## src/hw/rtl/cbb_pkg.sv

```systemverilog
// types, constants, microcode program and rounding for the band-pass filter
`timescale 1ns / 1ps
`default_nettype none
package cbb_pkg;

  // sizes
  localparam int CHANNELS       = 2;
  localparam int SAMPLE_BITS    = 24;
  localparam int COEF_FRAC_BITS = 24;
  localparam int COEF_BITS      = 27;
  localparam int REG_COUNT      = 8;
  localparam int REG_IDX_BITS   = 3;
  localparam int CH_BITS        = (CHANNELS > 1) ? $clog2(CHANNELS) : 1;
  localparam int TAPS           = 2;
  localparam int PROD_BITS      = COEF_BITS + SAMPLE_BITS;
  localparam int ACC_BITS       = PROD_BITS + 3;
  localparam int RND_BITS       = ACC_BITS - COEF_FRAC_BITS + 1;
  localparam int STEP_BITS      = 4;

  typedef logic signed [SAMPLE_BITS-1:0] sample_t;
  typedef logic signed [COEF_BITS-1:0]   coef_t;
  typedef coef_t [REG_COUNT-1:0]         coef_bank_t;
  typedef logic signed [PROD_BITS-1:0]   prod_t;
  typedef logic signed [ACC_BITS-1:0]    acc_t;
  typedef logic [REG_IDX_BITS-1:0]       reg_idx_t;
  typedef logic [CH_BITS-1:0]            ch_idx_t;
  typedef logic [STEP_BITS-1:0]          step_t;

  // coefficient register map
  typedef enum logic [REG_IDX_BITS-1:0] {
    C_LOW_B0  = 3'd0,
    C_LOW_B1  = 3'd1,
    C_LOW_A1  = 3'd2,
    C_LOW_A2  = 3'd3,
    C_HIGH_B0 = 3'd4,
    C_HIGH_B1 = 3'd5,
    C_HIGH_A1 = 3'd6,
    C_HIGH_A2 = 3'd7
  } coef_sel_e;

  localparam coef_t COEF_RESET [REG_COUNT] = '{
    27'sd16777216,  27'sd33554432,  27'sd33554432,  27'sd16777216,
    27'sd16777216, -27'sd33554432, -27'sd33554432,  27'sd16777216
  };

  // multiplier operand select
  typedef enum logic [2:0] {
    OP_X   = 3'd0,
    OP_X1  = 3'd1,
    OP_X2  = 3'd2,
    OP_M1  = 3'd3,
    OP_M2  = 3'd4,
    OP_MID = 3'd5,
    OP_Y1  = 3'd6,
    OP_Y2  = 3'd7
  } opnd_e;

  typedef enum logic [1:0] {
    ACC_NONE = 2'd0,
    ACC_LOAD = 2'd1,
    ACC_ADD  = 2'd2,
    ACC_SUB  = 2'd3
  } acc_op_e;

  typedef enum logic [1:0] {
    RND_NONE = 2'd0,
    RND_MID  = 2'd1,
    RND_OUT  = 2'd2
  } rnd_e;

  // sequencing: fall through, hold for a new sample, hold for a free output
  typedef enum logic [1:0] {
    JC_NEXT     = 2'd0,
    JC_WAIT_IN  = 2'd1,
    JC_WAIT_OUT = 2'd2
  } jc_e;

  typedef struct packed {
    coef_sel_e coef;
    opnd_e     opnd;
    acc_op_e   acc;
    rnd_e      rnd;
    jc_e       jc;
    step_t     target;
  } ucode_t;

  // sequencer to datapath
  typedef struct packed {
    coef_sel_e coef;
    opnd_e     opnd;
    acc_op_e   acc;
    logic      load;
    logic      rnd_mid;
    logic      commit;
  } cbb_ctl_t;

  // datapath to sequencer
  typedef struct packed {
    logic out_busy;
  } cbb_stat_t;

  localparam step_t STEP_IDLE = 4'd0;

  function automatic ucode_t uw(input coef_sel_e c, input opnd_e o, input acc_op_e a,
                                input rnd_e r, input jc_e j, input step_t t);
    ucode_t w;
    w.coef   = c;
    w.opnd   = o;
    w.acc    = a;
    w.rnd    = r;
    w.jc     = j;
    w.target = t;
    return w;
  endfunction

  // control program: low-pass sum, overlapped high-pass sum, round and commit
  function automatic ucode_t ucode_rom(input step_t step);
    ucode_t w;
    case (step)
      4'd0:    w = uw(C_LOW_B0,  OP_X,   ACC_NONE, RND_NONE, JC_WAIT_IN,  STEP_IDLE);
      4'd1:    w = uw(C_LOW_B0,  OP_X,   ACC_LOAD, RND_NONE, JC_NEXT,     STEP_IDLE);
      4'd2:    w = uw(C_LOW_B1,  OP_X1,  ACC_ADD,  RND_NONE, JC_NEXT,     STEP_IDLE);
      4'd3:    w = uw(C_LOW_B0,  OP_X2,  ACC_ADD,  RND_NONE, JC_NEXT,     STEP_IDLE);
      4'd4:    w = uw(C_LOW_A1,  OP_M1,  ACC_SUB,  RND_NONE, JC_NEXT,     STEP_IDLE);
      4'd5:    w = uw(C_LOW_A2,  OP_M2,  ACC_SUB,  RND_NONE, JC_NEXT,     STEP_IDLE);
      4'd6:    w = uw(C_HIGH_B1, OP_M1,  ACC_LOAD, RND_NONE, JC_NEXT,     STEP_IDLE);
      4'd7:    w = uw(C_HIGH_B0, OP_M2,  ACC_ADD,  RND_MID,  JC_NEXT,     STEP_IDLE);
      4'd8:    w = uw(C_HIGH_A1, OP_Y1,  ACC_SUB,  RND_NONE, JC_NEXT,     STEP_IDLE);
      4'd9:    w = uw(C_HIGH_A2, OP_Y2,  ACC_SUB,  RND_NONE, JC_NEXT,     STEP_IDLE);
      4'd10:   w = uw(C_HIGH_B0, OP_MID, ACC_ADD,  RND_NONE, JC_NEXT,     STEP_IDLE);
      4'd11:   w = uw(C_HIGH_B0, OP_MID, ACC_NONE, RND_NONE, JC_NEXT,     STEP_IDLE);
      4'd12:   w = uw(C_HIGH_B0, OP_MID, ACC_NONE, RND_OUT,  JC_WAIT_OUT, STEP_IDLE);
      default: w = uw(C_LOW_B0,  OP_X,   ACC_NONE, RND_NONE, JC_WAIT_OUT, STEP_IDLE);
    endcase
    return w;
  endfunction

  localparam logic signed [ACC_BITS:0] RND_HALF =
    (ACC_BITS + 1)'(1) <<< (COEF_FRAC_BITS - 1);
  localparam logic signed [RND_BITS-1:0] RES_MAX =
    RND_BITS'((64'sd1 <<< (SAMPLE_BITS - 1)) - 64'sd1);
  localparam logic signed [RND_BITS-1:0] RES_MIN =
    RND_BITS'(-(64'sd1 <<< (SAMPLE_BITS - 1)));

  // round half up, drop the fraction, clamp to the sample range
  function automatic sample_t round_sat(input acc_t acc);
    logic signed [ACC_BITS:0]   t;
    logic signed [RND_BITS-1:0] r;
    sample_t                    s;
    t = (ACC_BITS + 1)'(acc) + RND_HALF;
    r = RND_BITS'(t >>> COEF_FRAC_BITS);
    if (r > RES_MAX) begin
      s = SAMPLE_BITS'(RES_MAX);
    end else if (r < RES_MIN) begin
      s = SAMPLE_BITS'(RES_MIN);
    end else begin
      s = r[SAMPLE_BITS-1:0];
    end
    return s;
  endfunction

endpackage
`default_nettype wire

```

## src/hw/rtl/cbb_if.sv

```systemverilog
// valid/ready stream interfaces for samples in and filtered samples out
`timescale 1ns / 1ps
`default_nettype none
interface cbb_in_if;
  import cbb_pkg::*;
  logic    valid;
  logic    ready;
  sample_t sample_in;
  logic    channel;
  logic    block_end;

  modport source (output valid, output sample_in, output channel, output block_end,
                  input ready);
  modport sink (input valid, input sample_in, input channel, input block_end,
                output ready);
endinterface

interface cbb_out_if;
  import cbb_pkg::*;
  logic    valid;
  logic    ready;
  sample_t sample_out;
  logic    channel_out;
  logic    block_end_out;

  modport source (output valid, output sample_out, output channel_out,
                  output block_end_out, input ready);
  modport sink (input valid, input sample_out, input channel_out, input block_end_out,
                output ready);
endinterface
`default_nettype wire

```

## src/hw/rtl/cbb_coef_regs.sv

```systemverilog
// coefficient register file written from the configuration port
`timescale 1ns / 1ps
`default_nettype none
module cbb_coef_regs (
  input  wire logic                clk,
  input  wire logic                rst_n,
  input  wire logic                cfg_we,
  input  wire cbb_pkg::reg_idx_t   cfg_index,
  input  wire cbb_pkg::coef_t      cfg_data,
  output cbb_pkg::coef_bank_t      coefs
);
  import cbb_pkg::*;

  coef_bank_t coef_r;

  // register writes, reset to the default coefficients
  always_ff @(posedge clk) begin
    if (!rst_n) begin
      for (int i = 0; i < REG_COUNT; i++) begin
        coef_r[i] <= COEF_RESET[i];
      end
    end else if (cfg_we) begin
      coef_r[cfg_index] <= cfg_data;
    end
  end

  assign coefs = coef_r;

endmodule
`default_nettype wire

```

## src/hw/rtl/cbb_seq.sv

```systemverilog
// microcode sequencer: step counter, control rom and conditional jumps
`timescale 1ns / 1ps
`default_nettype none
module cbb_seq (
  input  wire logic              clk,
  input  wire logic              rst_n,
  input  wire logic              in_valid,
  output logic                   in_ready,
  input  wire cbb_pkg::cbb_stat_t stat,
  output cbb_pkg::cbb_ctl_t      ctl
);
  import cbb_pkg::*;

  step_t  step_r;
  step_t  step_nxt;
  ucode_t uc;
  logic   load;

  assign uc       = ucode_rom(step_r);
  assign in_ready = rst_n && (uc.jc == JC_WAIT_IN);
  assign load     = in_ready && in_valid;

  // control word to the datapath
  always_comb begin
    ctl.coef    = uc.coef;
    ctl.opnd    = uc.opnd;
    ctl.acc     = uc.acc;
    ctl.load    = load;
    ctl.rnd_mid = (uc.rnd == RND_MID);
    ctl.commit  = (uc.rnd == RND_OUT) && !stat.out_busy;
  end

  // next step
  always_comb begin
    case (uc.jc)
      JC_NEXT:     step_nxt = step_t'(step_r + 1'b1);
      JC_WAIT_IN:  step_nxt = load ? step_t'(step_r + 1'b1) : step_r;
      JC_WAIT_OUT: step_nxt = stat.out_busy ? step_r : uc.target;
      default:     step_nxt = STEP_IDLE;
    endcase
  end

  always_ff @(posedge clk) begin
    if (!rst_n) begin
      step_r <= STEP_IDLE;
    end else begin
      step_r <= step_nxt;
    end
  end

endmodule
`default_nettype wire

```

## src/hw/rtl/cbb_dp.sv

```systemverilog
// datapath: operand capture, shared multiply-accumulate, rounding, history
`timescale 1ns / 1ps
`default_nettype none
module cbb_dp (
  input  wire logic                 clk,
  input  wire logic                 rst_n,
  input  wire cbb_pkg::sample_t     sample_in,
  input  wire logic                 channel,
  input  wire logic                 block_end,
  input  wire cbb_pkg::coef_bank_t  coefs,
  input  wire cbb_pkg::cbb_ctl_t    ctl,
  output cbb_pkg::cbb_stat_t        stat,
  output logic                      out_valid,
  input  wire logic                 out_ready,
  output cbb_pkg::sample_t          sample_out,
  output logic                      channel_out,
  output logic                      block_end_out
);
  import cbb_pkg::*;

  // per-channel history, newest tap first
  sample_t in_hist_r  [CHANNELS][TAPS];
  sample_t mid_hist_r [CHANNELS][TAPS];
  sample_t out_hist_r [CHANNELS][TAPS];

  // working copy of the current item
  sample_t x_r, x1_r, x2_r, m1_r, m2_r, y1_r, y2_r, mid_r;
  ch_idx_t ch_idx_r;
  ch_idx_t ch_idx_nxt;
  logic    chbit_r;
  logic    blk_r;

  // multiply-accumulate pipe
  sample_t opnd;
  coef_t   coef;
  prod_t   prod_r;
  acc_op_e acc_op_r;
  acc_t    acc_r;
  sample_t y_nxt;

  // output register
  logic    out_valid_r;
  sample_t out_sample_r;
  logic    out_ch_r;
  logic    out_blk_r;

  assign ch_idx_nxt = (CHANNELS > 1) ? CH_BITS'(channel) : '0;
  assign y_nxt      = round_sat(acc_r);

  // capture sample and its channel history on a transfer in
  always_ff @(posedge clk) begin
    if (ctl.load) begin
      x_r      <= sample_in;
      x1_r     <= in_hist_r[ch_idx_nxt][0];
      x2_r     <= in_hist_r[ch_idx_nxt][1];
      m1_r     <= mid_hist_r[ch_idx_nxt][0];
      m2_r     <= mid_hist_r[ch_idx_nxt][1];
      y1_r     <= out_hist_r[ch_idx_nxt][0];
      y2_r     <= out_hist_r[ch_idx_nxt][1];
      ch_idx_r <= ch_idx_nxt;
      chbit_r  <= channel;
      blk_r    <= block_end;
    end
    if (ctl.rnd_mid) begin
      mid_r <= y_nxt;
    end
  end

  // operand select
  always_comb begin
    case (ctl.opnd)
      OP_X:    opnd = x_r;
      OP_X1:   opnd = x1_r;
      OP_X2:   opnd = x2_r;
      OP_M1:   opnd = m1_r;
      OP_M2:   opnd = m2_r;
      OP_MID:  opnd = mid_r;
      OP_Y1:   opnd = y1_r;
      OP_Y2:   opnd = y2_r;
      default: opnd = x_r;
    endcase
  end

  assign coef = coefs[ctl.coef];

  // product register, operands widened to the full product width
  always_ff @(posedge clk) begin
    prod_r <= PROD_BITS'(coef) * PROD_BITS'(opnd);
  end

  always_ff @(posedge clk) begin
    if (!rst_n) begin
      acc_op_r <= ACC_NONE;
    end else begin
      acc_op_r <= ctl.acc;
    end
  end

  // accumulator, fed from the product register with the operation delayed to match
  always_ff @(posedge clk) begin
    case (acc_op_r)
      ACC_LOAD: acc_r <= ACC_BITS'(prod_r);
      ACC_ADD:  acc_r <= acc_r + ACC_BITS'(prod_r);
      ACC_SUB:  acc_r <= acc_r - ACC_BITS'(prod_r);
      default:  acc_r <= acc_r;
    endcase
  end

  // history write-back when the result is committed
  always_ff @(posedge clk) begin
    if (!rst_n) begin
      for (int c = 0; c < CHANNELS; c++) begin
        for (int t = 0; t < TAPS; t++) begin
          in_hist_r[c][t]  <= '0;
          mid_hist_r[c][t] <= '0;
          out_hist_r[c][t] <= '0;
        end
      end
    end else if (ctl.commit) begin
      in_hist_r[ch_idx_r][0]  <= x_r;
      in_hist_r[ch_idx_r][1]  <= x1_r;
      mid_hist_r[ch_idx_r][0] <= mid_r;
      mid_hist_r[ch_idx_r][1] <= m1_r;
      out_hist_r[ch_idx_r][0] <= y_nxt;
      out_hist_r[ch_idx_r][1] <= y1_r;
    end
  end

  // output register
  always_ff @(posedge clk) begin
    if (!rst_n) begin
      out_valid_r <= 1'b0;
    end else if (ctl.commit) begin
      out_valid_r <= 1'b1;
    end else if (out_ready) begin
      out_valid_r <= 1'b0;
    end
  end

  always_ff @(posedge clk) begin
    if (ctl.commit) begin
      out_sample_r <= y_nxt;
      out_ch_r     <= chbit_r;
      out_blk_r    <= blk_r;
    end
  end

  assign stat.out_busy = out_valid_r && !out_ready;
  assign out_valid     = out_valid_r;
  assign sample_out    = out_sample_r;
  assign channel_out   = out_ch_r;
  assign block_end_out = out_blk_r;

endmodule
`default_nettype wire

```

## src/hw/rtl/cascaded_biquad_bandpass.sv

```systemverilog
// top level: two-stage band-pass filter (low-pass then high-pass biquad)
//
// in_ch carries one signed sample with its channel bit and a block-end
// marker; out_ch returns the filtered sample with both echoed. A transfer
// happens on a clock edge with valid and ready high.
// cfg_we writes cfg_data into coefficient register cfg_index (low b0, b1,
// a1, a2, then high b0, b1, a1, a2); write only while no sample is in work.
// out_ch.valid is registered and rises once the last step commits the
// rounded result. Samples go in one at a time, only at the idle step. The
// ten products of both stages run one per cycle through a single 27x24
// multiplier and accumulator, stepped by the microcode program.
// Reset (synchronous, rst_n low) restores the default coefficients, clears
// all channel history and drops out_ch.valid.
// A stalled receiver holds the result in the output register; the next
// sample is still taken and processed, and waits at its final step until
// the output register is free.
`timescale 1ns / 1ps
`default_nettype none
module cascaded_biquad_bandpass (
  input  wire logic               clk,
  input  wire logic               rst_n,
  cbb_in_if.sink                  in_ch,
  cbb_out_if.source               out_ch,
  input  wire logic               cfg_we,
  input  wire cbb_pkg::reg_idx_t  cfg_index,
  input  wire cbb_pkg::coef_t     cfg_data
);
  import cbb_pkg::*;

  coef_bank_t coefs;
  cbb_ctl_t   ctl;
  cbb_stat_t  stat;

  cbb_coef_regs u_coef_regs (
    .clk       (clk),
    .rst_n     (rst_n),
    .cfg_we    (cfg_we),
    .cfg_index (cfg_index),
    .cfg_data  (cfg_data),
    .coefs     (coefs)
  );

  cbb_seq u_seq (
    .clk      (clk),
    .rst_n    (rst_n),
    .in_valid (in_ch.valid),
    .in_ready (in_ch.ready),
    .stat     (stat),
    .ctl      (ctl)
  );

  cbb_dp u_dp (
    .clk           (clk),
    .rst_n         (rst_n),
    .sample_in     (in_ch.sample_in),
    .channel       (in_ch.channel),
    .block_end     (in_ch.block_end),
    .coefs         (coefs),
    .ctl           (ctl),
    .stat          (stat),
    .out_valid     (out_ch.valid),
    .out_ready     (out_ch.ready),
    .sample_out    (out_ch.sample_out),
    .channel_out   (out_ch.channel_out),
    .block_end_out (out_ch.block_end_out)
  );

endmodule
`default_nettype wire

```

## src/flat_wrapper.sv

```systemverilog
// flat-port wrapper written by rule: the top's interface ports become plain ports
module cascaded_biquad_bandpass_flat import cbb_pkg::*;
  (clk, rst_n, cfg_we, cfg_index, cfg_data, in_ch_valid, in_ch_sample_in, in_ch_channel, in_ch_block_end, in_ch_ready, out_ch_valid, out_ch_sample_out, out_ch_channel_out, out_ch_block_end_out, out_ch_ready);
  cbb_in_if in_ch_i ();
  cbb_out_if out_ch_i ();
  input  wire logic clk;
  input  wire logic rst_n;
  input  wire logic cfg_we;
  input  wire cbb_pkg::reg_idx_t cfg_index;
  input  wire cbb_pkg::coef_t cfg_data;
  input wire logic [$bits(in_ch_i.valid)-1:0] in_ch_valid;
  input wire logic [$bits(in_ch_i.sample_in)-1:0] in_ch_sample_in;
  input wire logic [$bits(in_ch_i.channel)-1:0] in_ch_channel;
  input wire logic [$bits(in_ch_i.block_end)-1:0] in_ch_block_end;
  output wire logic [$bits(in_ch_i.ready)-1:0] in_ch_ready;
  output wire logic [$bits(out_ch_i.valid)-1:0] out_ch_valid;
  output wire logic [$bits(out_ch_i.sample_out)-1:0] out_ch_sample_out;
  output wire logic [$bits(out_ch_i.channel_out)-1:0] out_ch_channel_out;
  output wire logic [$bits(out_ch_i.block_end_out)-1:0] out_ch_block_end_out;
  input wire logic [$bits(out_ch_i.ready)-1:0] out_ch_ready;
  assign in_ch_i.valid = in_ch_valid;
  assign in_ch_i.sample_in = in_ch_sample_in;
  assign in_ch_i.channel = in_ch_channel;
  assign in_ch_i.block_end = in_ch_block_end;
  assign in_ch_ready = in_ch_i.ready;
  assign out_ch_valid = out_ch_i.valid;
  assign out_ch_sample_out = out_ch_i.sample_out;
  assign out_ch_channel_out = out_ch_i.channel_out;
  assign out_ch_block_end_out = out_ch_i.block_end_out;
  assign out_ch_i.ready = out_ch_ready;
  cascaded_biquad_bandpass u_core (.clk(clk), .rst_n(rst_n), .in_ch(in_ch_i), .out_ch(out_ch_i), .cfg_we(cfg_we), .cfg_index(cfg_index), .cfg_data(cfg_data));
endmodule
```

## config.mk

```make
export PLATFORM = sky130hd
export DESIGN_NAME = cascaded_biquad_bandpass_flat
export DESIGN_NICKNAME = d
export VERILOG_FILES = /design/src/hw/rtl/cbb_pkg.sv /design/src/hw/rtl/cbb_if.sv /design/src/hw/rtl/cbb_coef_regs.sv /design/src/hw/rtl/cbb_seq.sv /design/src/hw/rtl/cbb_dp.sv /design/src/hw/rtl/cascaded_biquad_bandpass.sv /design/src/flat_wrapper.sv
export SDC_FILE = /design/constraint.sdc
export NUM_CORES = 2
export LEC_CHECK = 0
export ABC_AREA = 1
export BUFFER_PORTS_ARGS = -buffer_cell sky130_fd_sc_hd__buf_2
export CAP_MARGIN = 10
export CORE_MARGIN = 2
export CORE_UTILIZATION = 50
export CTS_CLUSTER_DIAMETER = 150
export DETAILED_ROUTE_END_ITERATION = 12
export PLACE_DENSITY_LB_ADDON = 0.25
export SETUP_SLACK_MARGIN = 0.4
export SLEW_MARGIN = 5
export SYNTH_ARGS = -nofsm -noshare
export SYNTH_HDL_FRONTEND = slang
export SYNTH_HIERARCHICAL = 1
export SYNTH_SLANG_ARGS = --single-unit
```

## constraint.sdc

```tcl
create_clock -name clk -period 14.91 [get_ports clk]
set_input_delay 2.982 -clock clk [delete_from_list [all_inputs] [get_ports clk]]
set_output_delay 2.982 -clock clk [all_outputs]
set_load 0.1 [all_outputs]
```

Word-level counts from Yosys, hierarchy flattened

Memories as Yosys holds them, arrays and structs flattened. A register that Yosys moved wholly into a read port is not among the register bits.
Index checks and enable logic that the tools add are counted.

Memories kept: 4
Output and inout port bits: 28
Bits in read-only memories: 192
Flip-flop bits (word level): 404
Latch bits: 0
Memory bits (writable): 288
Input bits: 61
Word-level logic and storage cells: 94

Shift operators: 0
Equal/unequal tests: 16
Muxes and demuxes: 29
Div/mod/pow operators: 0
Bitwise gates (word level): 0
$mul: 1
Reductions and logical operators: 15
Order comparisons: 5
Add/subtract/negate cells: 4

Memories:

| name                   | depth | bits a word | read ports | clocked after Yosys merged registers in | wr ports | line           | text |
|---|---|---|---|---|---|---|---|
| (name not given)       | 16    | 12          | 1          | 1                                       | 0        | cbb_pkg.sv:119 | `case (step)` |
| u_core.u_dp.in_hist_r  | 2     | 48          | 1          | 1                                       | 2        | cbb_dp.sv:22   | `sample_t in_hist_r [CHANNELS][TAPS];` |
| u_core.u_dp.mid_hist_r | 2     | 48          | 1          | 1                                       | 2        | cbb_dp.sv:23   | `sample_t mid_hist_r [CHANNELS][TAPS];` |
| u_core.u_dp.out_hist_r | 2     | 48          | 1          | 1                                       | 2        | cbb_dp.sv:24   | `sample_t out_hist_r [CHANNELS][TAPS];` |

Operators by type and width:

| cell                                                                              | count |
|---|---|
| 216-bit bitwise mux                                                               | 1 |
| 24-bit one-hot mux with 8 select lines                                            | 1 |
| 54-bit one-hot mux with 3 select lines                                            | 1 |
| 48-bit 2-to-1 mux                                                                 | 3 |
| 48-bit OR reduction                                                               | 3 |
| 27-bit binary-select mux with 3-bit select                                        | 1 |
| 27-bit demux with 3-bit select                                                    | 1 |
| 54-bit by 25-bit adder with 55-bit output, second input constant                  | 1 |
| 54-bit by 51-bit adder with 54-bit output                                         | 1 |
| 27-bit 2-to-1 mux                                                                 | 2 |
| 54-bit by 51-bit subtractor with 54-bit output                                    | 1 |
| 27-bit by 24-bit multiplier with 51-bit output                                    | 1 |
| 24-bit 2-to-1 mux                                                                 | 2 |
| 31-bit by 24-bit greater-than comparator with 1-bit output, second input constant | 1 |
| 31-bit by 24-bit < comparator with 1-bit output, second input constant            | 1 |
| 4-bit 2-to-1 mux                                                                  | 4 |
| 3-bit equality test, second input constant                                        | 4 |
| 1-bit 2-to-1 mux                                                                  | 12 |
| 4-bit one-hot mux with 3 select lines                                             | 1 |
| 2-bit equality test, second input constant                                        | 4 |
| 3-bit by 4-bit < comparator with 1-bit output, second input constant              | 2 |
| 2-bit by 1-bit equality test with 1-bit output, second input constant             | 3 |
| 3-bit by 2-bit equality test with 1-bit output, second input constant             | 2 |
| 1-bit logical AND                                                                 | 5 |
| other kinds (10)                                                                  | 12 |

Longest topological paths before layout

Word-level depth: 9
Gate-level depth with buffers: 41
Mapped depth without buffers: 38

Hierarchy

The synthesis kept the hierarchy.

By module, submodules not included:

| module        | area each (um2) | sequential area each (um2) | times used | cells an instance |
|---|---|---|---|---|
| cbb_dp        | 56,035.0        | 17,957.2                   | 1          | 6,225 |
| cbb_coef_regs | 8,389.3         | 4,324.1                    | 1          | 1,205 |
| cbb_seq       | 962.2           | 320.3                      | 1          | 132 |

Worst setup path before layout

OpenSTA, ideal clock, no wires.

Kind: input port to flip-flop
Start: in out_ch_ready
End: mem u_core/u_dp/in_hist_r[0][0] in the netlist's numbering (enable)
Stages on the path: 7
Setup slack: 6.291 ns
Library setup time: 0.509 ns
Data required time: 14.401 ns
Path buffers: 2
Arrival: 8.111 ns
Cell sequence: nor2_1 -> nor2_1 -> nand2_1 -> or2_2 -> clkbuf_1 -> clkbuf_1 -> nand2_1

RTL lines:

| item        | line               | text |
|---|---|---|
| from (decl) | flat_wrapper.sv:20 | `input wire logic [$bits(out_ch_i.ready)-1:0] out_ch_ready;` |
| to (decl)   | cbb_dp.sv:22       |  |

Worst setup path after layout

Start: reg u_core/u_seq/uc[12] (netlist name)
End: reg u_core.u_dp.prod_r[46]

Cells in the longest elaborated chain, start to end: 3
Elaborated cells on any way between the ends: 10
Those cells by class: mul: 1; eq/ne: 7; mux: 1; reduce/logical: 1

RTL lines:

| item                                               | line         | text |
|---|---|---|
| 3-bit equality test, or another cell as far along  | cbb_dp.sv:71 | `case (ctl.opnd)` |
| 24-bit one-hot mux with 8 select lines (*)         | cbb_dp.sv:71 |  |
| 27-bit by 24-bit multiplier with 51-bit output (*) | cbb_dp.sv:88 | `prod_r <= PROD_BITS'(coef) * PROD_BITS'(opnd);` |
| to (signal assigned)                               | cbb_dp.sv:88 |  |
| to (decl)                                          | cbb_dp.sv:36 | `prod_t prod_r;` |

Every way passes the cells marked *; elsewhere a longest branch is shown, timed or not.
A chain may end at the register's enable or synchronous reset.

==> results.txt <==
- R2R Setup Slk: 5120 ps
* Average instance area after synthesis: 8.647 um2
- Of the synthesized area, sequential elements account for 0.3457.
* Layer carrying the most global-route usage: met2
* GR met1 Demand/Resource: 0.4219
- Number of instances in the synthesized netlist: 7562
* Top-area cell type share of the netlist area: 0.2581
- GR Util met3: 0.06239
* First-pass GRT wire length: 321300 um
* Critical Setup Path Class: flip-flop to flip-flop
* Met2 Track Usage GR: 0.5178
* Area growth from synthesis to final layout: 7.524%
* Combined global-route utilization of all metal layers: 0.3211
- Along the worst path, the maximum fanout reaches 20.
* Horiz. Die Dim: 365.6 um
- In the final timing run, aggregate negative setup slack is 0 ps.
- Wires add up to 212400 um.
* Share of async-settable or async-resettable flops after synthesis: 0
* Routed length per placed instance: 22.76 um
* Max_slew headroom: 0.1838
* Net count, final: 8447
* Aggregate global routing overflow: 0
- Buffers inserted to repair hold after CTS numbered 0.
- In this run, post-CTS repair resized a total of 0 instances.
- Required time of the critical path: 15560 ps
- Post-synth top cells: 1597 x sky130_fd_sc_hd__nand2_1, 1189 x sky130_fd_sc_hd__inv_1, 1160 x sky130_fd_sc_hd__nor2_1, 674 x sky130_fd_sc_hd__fa_1, 562 x sky130_fd_sc_hd__edfxtp_1
- Synth cell types: 58
* Number of DRC violations after detailed-routing iteration 0: 5051
* Number of buffers created by CTS: 92
- Among all cell types in the netlist, the one instantiated most often is sky130_fd_sc_hd__nand2_1.
- Clock-pin slew was measured on the worst setup and hold paths at 70 ps.
* Die Span Y: 365.6 um
- In the final layout, the share of cells above drive strength 1 is 0.08384.
- The largest total area in the synthesized netlist belongs to sky130_fd_sc_hd__edfxtp_1.
- Last weighted congestion value of the routability-driven placer: 0.9811
* Clock tree from TritonCTS: built
- Number of nets produced by synthesis: 8499
- Setup repair after global routing left no endpoint under its margin.
- H-Tree Depth: 3
* Worst Hold Slack: 415.8 ps
* Cells taking the most area after synthesis: sky130_fd_sc_hd__edfxtp_1 26%, sky130_fd_sc_hd__fa_1 21%, sky130_fd_sc_hd__nand2_1 9.2%, sky130_fd_sc_hd__dfxtp_1 8.8%, sky130_fd_sc_hd__inv_1 6.8%
- The first TritonRoute pass finished after 6 iterations.
- IO buf count: 88
- Count of state elements after synthesis: 848
* Worst hold path class: flip-flop to flip-flop
- The total count of hold-check failures in the final report is 0.
* Effective utilization at floorplan: 0.5043
* Cell area after technology mapping: 0.06539 mm2
- Filler cell count: 11930
- 89 I/O pins were placed.
* Maximum clock frequency: 102.1 MHz
- Among all flip-flop cells after synthesis, the most frequent one is sky130_fd_sc_hd__edfxtp_1.
- Pin count of the biggest net entering global routing: 103
- At the pin with the least slew margin, the transition time is 1212 ps.
- Core region area: 0.1296 mm2
- Root cell of the clock tree: sky130_fd_sc_hd__clkbuf_16
- Count of pins over their slew limit: 0
- In this run, synthesis inferred 562 flip-flops with an integrated enable.
* Vias per std cell: 5.564
* Count of standard-cell rows: 132
* Arrival time reported for the critical path endpoint: 10440 ps
- Clock buffer depth: 3
- DRC violation count after routing: 0
- Die area: 0.1337 mm2
- For this run, the number of Yosys warnings is 6.
- In the finished design, the share of the clock period the worst path needs comes to 0.6568.
* DPL Wire Length: 157900 um
- Clock skew on the completed layout was measured at 71.65 ps.
* Remaining number of nets flagged by the antenna check after routing: 0
- Endpoint type of the worst setup path: flip-flop
- Across all layers, the routed design uses 51930 vias.
* Category of the worst setup path launch point: flip-flop
- The clock reaches the later pin of the worst-skew pair after 730 ps.
- Post-CTS timing repair inserted 0 buffers for setup.
* Result of the run: completed
- Number of antenna violations at the first check in global routing: 4
* Final critical delay including setup and external delays: 9793 ps
- Setup violations remaining at the end of the flow were counted as 0.
- Reported max-cap violation count: 0
* CTS sink count: 848
- The number of global-route vias before repair is 52250.
stage by stage:
stage          std cells  utilization  instance area, um2  setup WS, ps
6_report            9332       0.5423               70310          5117
5_1_grt             9328       0.5422               70300          4615
4_1_cts             9328       0.5422               70300          5145
3_5_place_dp        9158       0.5185               67220          5166
3_3_place_gp        9158       0.5185               67220          5318
2_1_floorplan       7562            -               65390          6291
sequential cells by signal (all words and copies together) (netlist names), 4 cells and up:
name	flops
u_core/u_dp/in_hist_r	96
u_core/u_dp/x2_r	24
u_core/u_coef_regs/coefs	216
u_core/u_seq/step_r	4
u_core/u_dp/m2_r	24
u_core/u_dp/sample_out	24
u_core/u_dp/acc_r	54
u_core/u_dp/prod_r	51
u_core/u_dp/m1_r	24
u_core/u_dp/x_r	24
u_core/u_dp/out_hist_r	96
u_core/u_seq/uc	12
u_core/u_dp/mid_hist_r	96
u_core/u_dp/y2_r	24
u_core/u_dp/y1_r	24
u_core/u_dp/mid_r	24
u_core/u_dp/x1_r	24
logic make-up (layout without fill, tap and decap cells):
logic type / Yosys count / count (layout) / synth area share
AND/OR/NAND/NOR: 3410 / 3410 / 0.2143
buffers and inverters: 1543 / 1567 / 0.09363
adder cells (fa/ha/maj): 876 / 876 / 0.2450
flip-flops: 848 / 848 / 0.3457
AO/OA/AOI/OAI: 614 / 614 / 0.05957
multiplexers: 144 / 144 / 0.02480
XOR/XNOR: 127 / 127 / 0.01701
other: 0 / 4 / 0
worst paths after layout:
path         cells past startpoint                       to           startpoint
max reg2reg                     26   u_core/u_dp/prod_r[46]  u_core/u_seq/uc[12]
min reg2reg                      2  u_core/u_dp/acc_op_r[1]   u_core/u_seq/uc[9]
max                             26   u_core/u_dp/prod_r[46]  u_core/u_seq/uc[12]
min                              2  u_core/u_dp/acc_op_r[1]   u_core/u_seq/uc[9]
critical path: stages (launching register included):
cell,delay [ps]
sky130_fd_sc_hd__dfxtp_1,380
sky130_fd_sc_hd__inv_2,220
sky130_fd_sc_hd__nand3_2,390
sky130_fd_sc_hd__inv_1,680
sky130_fd_sc_hd__a21oi_1,150
sky130_fd_sc_hd__nand3_1,130
sky130_fd_sc_hd__o21ai_2,200
sky130_fd_sc_hd__inv_1,790
sky130_fd_sc_hd__nand2_1,330
sky130_fd_sc_hd__fa_1,630
sky130_fd_sc_hd__fa_1,760
sky130_fd_sc_hd__inv_1,150
sky130_fd_sc_hd__fa_1,940
sky130_fd_sc_hd__inv_1,160
sky130_fd_sc_hd__fa_1,470
sky130_fd_sc_hd__fa_1,540
sky130_fd_sc_hd__inv_1,60
sky130_fd_sc_hd__fa_1,450
sky130_fd_sc_hd__fa_1,470
sky130_fd_sc_hd__ha_1,490
sky130_fd_sc_hd__nand2_1,150
sky130_fd_sc_hd__nor2_1,210
sky130_fd_sc_hd__inv_1,110
sky130_fd_sc_hd__nor3_1,410
sky130_fd_sc_hd__nand3_1,130
sky130_fd_sc_hd__nand3_1,140
sky130_fd_sc_hd__xor2_1,160
cell type report:
class / count / area [um2] / area share
repair buffers: 164 / 1023 / 0.01456
flip-flops and latches: 848 / 22610 / 0.3215
clock buffers: 126 / 2560 / 0.03641
clock inverters: 44 / 518.0 / 0.007368
multi-input cells: 5171 / 36770 / 0.5230
well taps: 1742 / 2180 / 0.03100
diodes: 4 / 10.01 / 0.0001424
inverters: 1233 / 4636 / 0.06594
layer usage:
layer / wire, um / part of all wire
met2: 97240 / 0.46
met3: 18000 / 0.085
met4: 10930 / 0.051
met5: 13 / 0.000061
met1: 86260 / 0.41
cells in the final DEF, fill, tap and decap left out, drive strengths merged, types with 47 or more instances in the layout:
cell and n:
xor2 87, dfxtp 286, edfxtp 562, a32o 52, nand2 1630, ha 202, mux2 144, nand4 47
clkbuf 126, fa 674, nand3 393, o21ai 204, nor2 1184, nor3 112, inv 1223, a21oi 243
buf 164
Power is left out: the tool's default activity adds up to more than one toggle a clock period on the data nets, which glitch-free logic cannot reach.
